## src/rtl/assert_macros.svh

```systemverilog
// Assertion macros for the RTL of the client table.
// Needs a clock named clk and an active-low reset named rst_n in scope.
`ifndef ASSERT_MACROS_SVH
`define ASSERT_MACROS_SVH

// Check a property on every rising edge of clk, off during reset.
`define ASSERT_ALWAYS(label, prop, msg) \
    label: assert property (@(posedge clk) disable iff (!rst_n) (prop)) \
        else $error(msg);

// Check that a condition implies another in the same cycle.
`define ASSERT_IMPLIES(label, ante, cons, msg) \
    label: assert property (@(posedge clk) disable iff (!rst_n) (ante) |-> (cons)) \
        else $error(msg);

`endif

```

## src/rtl/mctl_ram.sv

```systemverilog
// Generic simple dual-port RAM: one write port, one read port, registered read.
// No dependencies.
`default_nettype none

module mctl_ram #(
    parameter int WIDTH = 8,
    parameter int DEPTH = 64
) (
    input  wire logic                     clk,
    input  wire logic                     wr_en,
    input  wire logic [$clog2(DEPTH)-1:0] wr_addr,
    input  wire logic [WIDTH-1:0]         wr_data,
    input  wire logic                     rd_en,
    input  wire logic [$clog2(DEPTH)-1:0] rd_addr,
    output logic      [WIDTH-1:0]         rd_data
);

    logic [WIDTH-1:0] mem [DEPTH];

    always_ff @(posedge clk)
    begin
        if (wr_en)
        begin
            mem[wr_addr] <= wr_data;
        end
        if (rd_en)
        begin
            rd_data <= mem[rd_addr];
        end
    end

endmodule

`default_nettype wire

```

## config.mk

```make
export PLATFORM = sky130hd
export DESIGN_NAME = mctl_ram
export DESIGN_NICKNAME = d
export VERILOG_FILES = /design/src/rtl/assert_macros.svh /design/src/rtl/mctl_ram.sv
export SDC_FILE = /design/constraint.sdc
export NUM_CORES = 1
export LEC_CHECK = 0
export BUFFER_PORTS_ARGS = -buffer_cell sky130_fd_sc_hd__buf_2
export CAP_MARGIN = 20
export CORE_ASPECT_RATIO = 0.5
export CORE_MARGIN = 3
export CORE_UTILIZATION = 56
export CTS_CLUSTER_DIAMETER = 80
export CTS_CLUSTER_SIZE = 12
export DETAILED_ROUTE_END_ITERATION = 8
export HOLD_SLACK_MARGIN = 0.06
export PLACE_DENSITY = 0.75
export SLEW_MARGIN = 20
export SYNTH_ARGS = -nofsm -noshare
export SYNTH_HDL_FRONTEND = slang
export SYNTH_SLANG_ARGS = --single-unit
```

## constraint.sdc

```tcl
create_clock -name clk -period 2.2 [get_ports clk]
set_input_delay 0.44 -clock clk [delete_from_list [all_inputs] [get_ports clk]]
set_output_delay 0.44 -clock clk [all_outputs]
set_load 0.005 [all_outputs]
```

==> results of run 1 <==
how the worst max path moves through the flow:
| stage | from | end | slack [ns] | cells after the start |
|---|---|---|---|---|
| floorplan | rd_addr[1] | rd_data[3] | 0.01 | 7 |
| global placement | rd_addr[0] | rd_data[6] | -0.48 | 7 |
| detailed placement | rd_addr[0] | rd_data[6] | -0.49 | 7 |
| CTS | mem[21][4] | rd_data[4] | 0.005 | 6 |
| global route | mem[20][6] | rd_data[6] | 0.001 | 6 |
| finish | mem[29][6] | rd_data[6] | 0.03 | 6 |
layout make-up:
class                      instances  area, um2
sequential                       520      15600
fill                            2168      11800
multi-input combinational        369       4330
timing repair buffer             179       1460
clock buffer                      51       1280
tap                              475        594
clock inverter                     2       17.5
antenna                            1       2.50
power by group through the flow:
stage	logic, W	registers (W)	clock network, W
floorplan	0.000586	0.0112	0
global placement	0.00109	0.0112	0
detailed placement	0.00112	0.0112	0
CTS	0.00113	0.0110	0.00744
global route	0.00120	0.0110	0.00784
finish	0.00113	0.0110	0.00735
registers in the layout, summed over array words and instances, names as in the netlist:
| signal | count |
|---|---|
| mem | 512 |
| rd_data | 8 |
timing repair:
item,4_1_cts,5_1_grt
resized for setup,2,1
pin swaps,0,1
endpoints found under the setup margin,2,2
cloned,0,0
hold buffers,0,0
synth_stat cells, types with 4 or more instances:
cell / instances / share of area
edfxtp_1: 520 / 0.77
mux4_2: 126 / 0.14
nor2_1: 83 / 0.015
mux2i_1: 23 / 0.011
nand2_1: 19 / 0.0035
clkbuf_1: 17 / 0.0032
nor2b_1: 14 / 0.0043
buf_4: 13 / 0.0048
mux2_2: 13 / 0.0072
nand3_1: 13 / 0.0032
buf_2: 11 / 0.0027
o221ai_1: 8 / 0.0035
o22ai_1: 8 / 0.0025
nand2b_1: 7 / 0.0022
nor3_1: 7 / 0.0017
a221oi_1: 6 / 0.0026
a211oi_1: 4 / 0.0015
buf_1: 4 / 0.00074
buf_6: 4 / 0.0022
through the flow:
| step | hold WS (ns) | setup WS [ns] | total power (W) | util |
|---|---|---|---|---|
| 5_1_grt | 0.220 | 0.000956 | 0.0201 | 0.664 |
| 3_5_place_dp | 0.808 | -0.488 | 0.0123 | 0.627 |
| 6_report | 0.233 | 0.0259 | 0.0195 | 0.664 |
| 4_1_cts | 0.211 | 0.00515 | 0.0196 | 0.664 |
| 2_1_floorplan | 0.539 | 0.0135 | 0.0118 | - |
| 3_3_place_gp | 0.811 | -0.480 | 0.0123 | 0.627 |
critical path: stages (launching register included):
cell	delay (ns)
edfxtp_1	0.37
mux4_2	0.48
mux2_2	0.29
o221a_2	0.30
nor3_2	0.22
buf_4	0.17
o32ai_1	0.08
logic make-up after synthesis:
| family | count (synthesis) |
|---|---|
| buffers and inverters | 51 |
| multiplexers | 162 |
| AND/OR/NAND/NOR | 153 |
| flip-flops | 520 |
| AO/OA/AOI/OAI | 54 |
metal layers:
metal / wire length [um] / up-vias / track usage
li1: - / 4266 / -
met1: 17500 / 5337 / 0.345
met2: 21900 / 546 / 0.384
met3: 4810 / 105 / 0.0709
met4: 1480 / 0 / 0.0840
met5: 0 / - / 0
==> impl_metrics.json, run 1 <==
{
  "gp_congestion": 0.861,
  "die_height_um": 140,
  "pwr-share-comb": 0.058,
  "cts_sinks": 520,
  "crit_type": "flop to flop",
  "crit_fanout": 1,
  "synthCells": 940,
  "ctsRootBufferMaster": "clkbuf_16",
  "die_area_um2": 38600,
  "row_count": 48,
  "holdCritPathClass": "primary input to flop",
  "place_inst": 1543,
  "area_growth_pct": 15.0,
  "required_ns": 2.50,
  "synth_simple_gate_area_frac": 0.0337,
  "ff2ff_setup_slack_ns": 0.03,
  "synth_fa_ha_area_frac": 0,
  "slew-limit-headroom": 0.551,
  "wl_per_cell_um": 28.6,
  "tritoncts": "built",
  "synth_top_family_by_area": "multiplexers",
  "ys.flop_type": "edfxtp_1",
  "start_kind": "flop",
  "port_buffers": 30,
  "final_cell_mix": "edfxtp_1, buf_4, mux4_2, nor2_1, clkbuf_16",
  "synthesis.area_um2": 20200,
  "ff2ff_path_depth": 6,
  "final_area_um2": 23300,
  "antenna_found_initial": 1,
  "period_minus_slack_ns": 2.17,
  "pwr-share-seq": 0.565,
  "vias_per_cell": 6.42,
  "worstSetupEndpointType": "flop",
  "fin_cells": 1597,
  "run_status": "finished clean",
  "ant_nets": 0,
  "coreArea_um2": 35100,
  "htreeDepth": 2,
  "rr_endpoint": "rd_data[6]",
  "synthMuxAreaShare": 0.159,
  "max_cap_violations": 0,
  "tns_ns": 0,
  "hold_depth": 1,
  "post_cts_buffers": 0,
  "critPathArrivalTime_ns": 2.48,
  "fin_nets": 1142,
  "io_pins": 31,
  "synth-xor-area-share": 0,
  "synth-edff-count": 520,
  "leakagePower_nw": 7.55,
  "firstDrtPassIters": 5,
  "overflow": 0,
  "ir_drop_uv": 428,
  "async_reset_ff_frac": 0,
  "insertion_delay_ns": 0.57,
  "synth_compound_area_frac": 0.0206,
  "vias": 10300,
  "p_sw_w": 0.00397,
  "ys_warn_count": 0,
  "dpl_cell_area_um2": 22000,
  "p_clk_frac": 0.377,
  "timing.fmax_mhz": 460,
  "min_from": "rd_en",
  "rsz0062_at_grt": "no",
  "dp_hpwl_um": 29200,
  "final-setup-viol-count": 0,
  "tightestPinTransition_ns": 0.666,
  "numCtsBuffers": 49,
  "die_w_um": 275,
  "seq_area_frac_synth": 0.771,
  "r2r-start": "mem[29][6]",
  "initial_core_util": 0.577,
  "grt_pass1_wl_um": 69100,
  "grt_max_degree": 65,
  "final_max_slew_viol_count": 0,
  "final.period_utilization": 0.988,
  "fin_skew_ns": 0.0269,
  "totalWireLength_um": 45700,
  "p_int_w": 0.0155,
  "powerDensity_nw_per_um2": 837,
  "drtIter0Drc": 1236,
  "swShare": 0.203,
  "grt_use_total": 0.248,
  "ys_seq_elements": 520,
  "grt_pass1_vias": 10800,
  "clk_pin_slew_ns": 0.06,
  "route.detailed.drc": 0,
  "syn_nets": 963,
  "min_to": "rd_data[1]",
  "drive_gt1_frac": 0.335,
  "final_common_cell": "edfxtp_1",
  "yosysUniqueCellTypes": 39,
  "hold_viol": 0,
  "syn_area_per_cell_um2": 21.5,
  "clockBufferDepth": 3
}
Note: power is estimated with default switching activity, not from simulation.
==> run 2, diff against run 1 <==
--- a/config.mk
+++ b/config.mk
@@ -9,12 +9,14 @@
 export CAP_MARGIN = 20
 export CORE_ASPECT_RATIO = 0.5
 export CORE_MARGIN = 3
-export CORE_UTILIZATION = 56
+export CORE_UTILIZATION = 59
+export CTS_BUF_LIST = sky130_fd_sc_hd__clkbuf_2
 export CTS_CLUSTER_DIAMETER = 80
 export CTS_CLUSTER_SIZE = 12
 export DETAILED_ROUTE_END_ITERATION = 8
 export HOLD_SLACK_MARGIN = 0.06
-export PLACE_DENSITY = 0.75
+export PLACE_DENSITY = 0.78
+export SETUP_SLACK_MARGIN = 0.4
 export SLEW_MARGIN = 20
 export SYNTH_ARGS = -nofsm -noshare
 export SYNTH_HDL_FRONTEND = slang
==> run 2 against run 1 <==
Design area fell by 3.5%. Highest routed layer unchanged. Core utilization grew 0.79 points. Total power decreased by 20%. Die area shrank 4.9%. Largest cell class unchanged.
==> impl_metrics.json, run 2 (synthesized netlist as in run 1, its figures left out) <==
{
  "place_inst": 1490,
  "vias_per_cell": 6.59,
  "cts_sinks": 520,
  "clk_pin_slew_ns": 0.21,
  "totalWireLength_um": 44500,
  "die_w_um": 268,
  "timing.fmax_mhz": 495,
  "insertion_delay_ns": 0.97,
  "largest_reg_flops": 512,
  "ff2ff_path_depth": 6,
  "vias": 10300,
  "crit_chain": "mux4_2 -> mux2_4 -> o221a_4 -> nor3_2 -> buf_4 -> o32ai_1",
  "final-setup-viol-count": 0,
  "hold_viol": 0,
  "final_area_um2": 22500,
  "period_minus_slack_ns": 2.02,
  "htreeDepth": 2,
  "area_growth_pct": 11.0,
  "min_to": "mem[46][4]",
  "min_from": "wr_data[4]",
  "tightestPinTransition_ns": 0.721,
  "ant_nets": 0,
  "route.detailed.drc": 0,
  "rsz0062_at_grt": "yes",
  "holdCritPathClass": "primary input to flop",
  "top_regs": "mem x512, rd_data x8",
  "tritoncts": "built",
  "required_ns": 2.93,
  "fill_cells": 1988,
  "overflow": 0,
  "regMostFlops": "mem",
  "final_common_cell": "edfxtp_1",
  "tns_ns": 0,
  "final_max_slew_viol_count": 0,
  "dp_hpwl_um": 28700,
  "grt_max_degree": 65,
  "crit_type": "flop to flop",
  "fin_nets": 1135,
  "max_cap_violations": 0,
  "hold_depth": 2,
  "startpoint": "mem[28][6]",
  "worstSetupEndpointType": "flop",
  "post_cts_buffers": 0,
  "crit_fanout": 1,
  "grt_pass1_vias": 10400,
  "start_kind": "flop",
  "critPathTopFamily": "multiplexers",
  "gp_congestion": 0.828,
  "ctsRootBufferMaster": "clkbuf_2",
  "power_w": 0.0156,
  "ir_drop_uv": 365,
  "drtIter0Drc": 1355,
  "fin_cells": 1556,
  "final.period_utilization": 0.919,
  "initial_core_util": 0.605,
  "fin_skew_ns": 0.0740,
  "die_height_um": 137,
  "path_buf_inv": 1,
  "crit_path_max_incr_delay_ns": 0.48,
  "rr_endpoint": "rd_data[6]",
  "final_cell_mix": "edfxtp_1, mux4_2, buf_4, nor2_1, clkbuf_2",
  "row_count": 47,
  "firstDrtPassIters": 5,
  "slew-limit-headroom": 0.519,
  "die_area_um2": 36700,
  "wl_per_cell_um": 28.6,
  "run_status": "finished clean",
  "r2r-start": "mem[28][6]",
  "grt_use_total": 0.254,
  "powerDensity_nw_per_um2": 694,
  "slowest_stage": "mux4_2",
  "ff2ff_setup_slack_ns": 0.18,
  "antenna_found_initial": 1,
  "utilization": 0.672,
  "dpl_cell_area_um2": 21900,
  "coreArea_um2": 33500,
  "critPathArrivalTime_ns": 2.76,
  "drive_gt1_frac": 0.355,
  "port_buffers": 30,
  "io_pins": 31,
  "grt_pass1_wl_um": 67000,
  "clockBufferDepth": 3,
  "numCtsBuffers": 49,
  "leakagePower_nw": 7.14
}
==> run 2: area by class of cell <==
class,instances,area (um2),area share
diodes,1,2.50,0.000111
well taps,441,552,0.0245
flip-flops and latches,520,15600,0.695
clock buffers,51,255,0.0114
repair buffers,172,1440,0.0641
multi-input cells,369,4600,0.205
clock inverters,2,12.5,0.000557
==> run 2: report_power, final <==
part	switching, W	internal [W]	total [W]
Clock	0.00280	0.000614	0.00342
Combinational	0.000677	0.000514	0.00119
Sequential	0.0000272	0.0110	0.0110
==> run 2: timing repair <==
| item | in CTS | in global routing |
|---|---|---|
| setup endpoints to repair | 16 | 16 |
| endpoints found under the hold margin | 160 | 0 |
| pin swaps | 7 | 2 |
| gates resized for setup | 30 | 8 |
| gates cloned | 0 | 0 |
| hold buffers | 12 | 0 |
==> run 2: worst max path at each step <==
stage	end	depth (start not counted)
global route	rd_data[5]	1
global placement	rd_data[1]	8
floorplan	rd_data[7]	7
finish	rd_data[6]	6
CTS	rd_data[4]	1
detailed placement	rd_data[3]	7
==> run 2: layer usage <==
| layer | global-route usage | share of wire | up-vias |
|---|---|---|---|
| met2 | 0.393 | 0.47 | 604 |
| li1 | - | - | 4247 |
| met1 | 0.379 | 0.40 | 5311 |
| met5 | 0 | 0 | - |
| met3 | 0.0480 | 0.10 | 94 |
| met4 | 0.0719 | 0.026 | 0 |
==> run 2: metrics by stage <==
| step | hold slack (ns) | worst slack (ns) |
|---|---|---|
| 2_1_floorplan | 0.539 | 0.0747 |
| 3_3_place_gp | 0.807 | -0.419 |
| 3_5_place_dp | 0.811 | -0.489 |
| 4_1_cts | 0.0624 | 0.0835 |
| 5_1_grt | 0.0862 | 0.0853 |
| 6_report | 0.121 | 0.178 |
==> run 3, diff against run 2 <==
==> constraint.sdc (replaced) <==
create_clock -name clk -period 2.2 [get_ports clk]
set_input_delay 0.33 -clock clk [delete_from_list [all_inputs] [get_ports clk]]
set_output_delay 0.33 -clock clk [all_outputs]
set_load 0.005 [all_outputs]
==> run 3 against run 2 <==
The flow now finishes with violations (hold timing). Clock power barely moved. Setup slack got worse by 0.064 ns. Clock-buffer cell count unchanged. Sequential cell count unchanged. Die area unchanged. Total power about the same. Global-route usage is 0.15 points lower. Combinational power barely moved. Sequential share of layout area shrank 0.23 points. Sequential power hardly changed. Cell count up 2.0%. Critical path depth unchanged. Critical endpoint is now rd_data[4]. Largest power group unchanged. Highest routed layer is now met5.
==> impl_metrics.json, run 3 (synthesized netlist as in run 1, its figures left out) <==
{
  "rsz0062_at_grt": "yes",
  "p_int_w": 0.0121,
  "final.period_utilization": 0.948,
  "run_status": "finished, violations left",
  "power_w": 0.0156,
  "dp_hpwl_um": 29500,
  "die_area_um2": 36700,
  "grt_pass1_vias": 10600,
  "overflow": 0,
  "clockBufferDepth": 3,
  "fin_cells": 1587,
  "final_cell_mix": "edfxtp_1, buf_4, mux4_2, nor2_1, clkbuf_2",
  "cts_sinks": 520,
  "clk_pin_slew_ns": 0.23,
  "regMostFlops": "mem",
  "dr_wl_met2_um": 21400,
  "crit_fanout": 1,
  "place_inst": 1517,
  "final-setup-viol-count": 0,
  "numCtsBuffers": 49,
  "top_regs": "mem x512, rd_data x8",
  "final_common_cell": "edfxtp_1",
  "final_max_slew_viol_count": 0,
  "totalWireLength_um": 44500,
  "route.detailed.drc": 0,
  "powerDensity_nw_per_um2": 693,
  "vias": 10300,
  "io_pins": 31,
  "crit_chain": "mux4_2 -> mux2_4 -> o221a_4 -> nor3_2 -> buf_4 -> o32ai_1",
  "grt_max_degree": 65,
  "insertion_delay_ns": 0.97,
  "p_sw_w": 0.00353,
  "wl_per_cell_um": 28.1,
  "gp_congestion": 0.894,
  "coreArea_um2": 33500,
  "die_w_um": 268,
  "preCtsSetupSlack_ns": -0.417,
  "crit_path_max_incr_delay_ns": 0.48,
  "grt_use_total": 0.252,
  "path_buf_inv": 1,
  "wl_met3_um": 4920,
  "postCtsHoldBufs": 16,
  "holdCritPathClass": "primary input to flop",
  "antenna_found_initial": 2,
  "swShare": 0.226,
  "post_cts_buffers": 0,
  "vias_per_cell": 6.50,
  "tightestPinTransition_ns": 0.726,
  "fin_skew_ns": 0.0449,
  "dr.max_layer_used": "met5",
  "violations": "hold timing",
  "start_kind": "flop",
  "port_buffers": 30,
  "drive_gt1_frac": 0.349,
  "whs_ns": -0.117,
  "worstSetupEndpointType": "flop",
  "leakagePower_nw": 7.28,
  "met1_length_um": 17000,
  "p_clk_frac": 0.221,
  "ant_nets": 0,
  "hold_viol": 7,
  "htreeDepth": 2,
  "critPathTopFamily": "multiplexers",
  "firstDrtPassIters": 5,
  "required_ns": 2.93,
  "period_minus_slack_ns": 2.09,
  "pwr-share-seq": 0.704,
  "slew-limit-headroom": 0.516,
  "ir_drop_uv": 351,
  "largest_reg_flops": 512,
  "crit_type": "flop to flop",
  "row_count": 47,
  "die_height_um": 137,
  "fin_nets": 1166,
  "area_growth_pct": 11.4,
  "pwr-share-comb": 0.075,
  "slowest_stage": "mux4_2",
  "timing.fmax_mhz": 479,
  "grt_pass1_wl_um": 66700,
  "fin_ws_ns": 0.114,
  "tritoncts": "built",
  "max_cap_violations": 0,
  "ctsRootBufferMaster": "clkbuf_2",
  "initial_core_util": 0.605,
  "critPathArrivalTime_ns": 2.82,
  "drtIter0Drc": 1366
}
-- run 3: cell count changes in the layout (fill, tap and decap cells not counted), sizes merged --
cell         change
buf             +27
dlygate4sd3      +4
-- run 3: through the flow --
| step | setup TNS [ns] | instance area [um2] | utilization | hold slack [ns] |
|---|---|---|---|---|
| floorplan | 0 | 20300 | - | 0.429 |
| global placement | -2.20 | 22000 | 0.656 | 0.709 |
| detailed placement | -2.46 | 22000 | 0.656 | 0.708 |
| CTS | 0 | 22500 | 0.672 | -0.180 |
| global route | 0 | 22600 | 0.674 | -0.138 |
| finish | 0 | 22600 | 0.674 | -0.117 |
-- run 3: final cells by class --
type	count	area, um2
Tap cell	441	552
Fill cell	2034	10900
Clock inverter	2	12.5
Antenna cell	1	2.50
Timing Repair Buffer	203	1640
Clock buffer	51	255
Multi-Input combinational cell	369	4480
Sequential cell	520	15600
-- run 3: power groups by stage --
stage / Sequential, W / Combinational [W] / Clock (W)
after floorplan: 0.0112 / 0.000593 / 0
final: 0.0110 / 0.00117 / 0.00345
after detailed placement: 0.0112 / 0.00110 / 0
after global placement: 0.0112 / 0.00106 / 0
after CTS: 0.0110 / 0.00115 / 0.00351
after global routing: 0.0110 / 0.00124 / 0.00386
-- run 3: worst register-to-register path: cells and delay by family, from the launching register on --
kind / cells / cell delay [ns]
AO/OA/AOI/OAI: 2 / 0.34
buffers and inverters: 1 / 0.16
flip-flops: 1 / 0.42
multiplexers: 2 / 0.77
AND/OR/NAND/NOR: 1 / 0.19
-- run 3: final timing paths --
kind	endpoint	slack, ns	start	cells after the start
setup reg to reg	rd_data[4]	0.11	mem[21][4]	6
setup / recovery	rd_data[4]	0.11	mem[21][4]	6
hold reg to reg	rd_data[6]	0.95	mem[31][6]	3
hold / removal	rd_data[2]	-0.12	rd_addr[5]	3
-- run 3: timing repair --
action                                 CTS  global route
setup endpoints to repair               16            27
pin swaps                                7             2
gates resized for setup                 23            14
endpoints found under the hold margin  593             8
-- run 3: layer usage --
metal | up-vias | GRT usage
met5 | - | 0
met4 | 2 | 0.0741
met3 | 89 | 0.0535
met2 | 607 | 0.397
met1 | 5310 | 0.366
li1 | 4304 | -
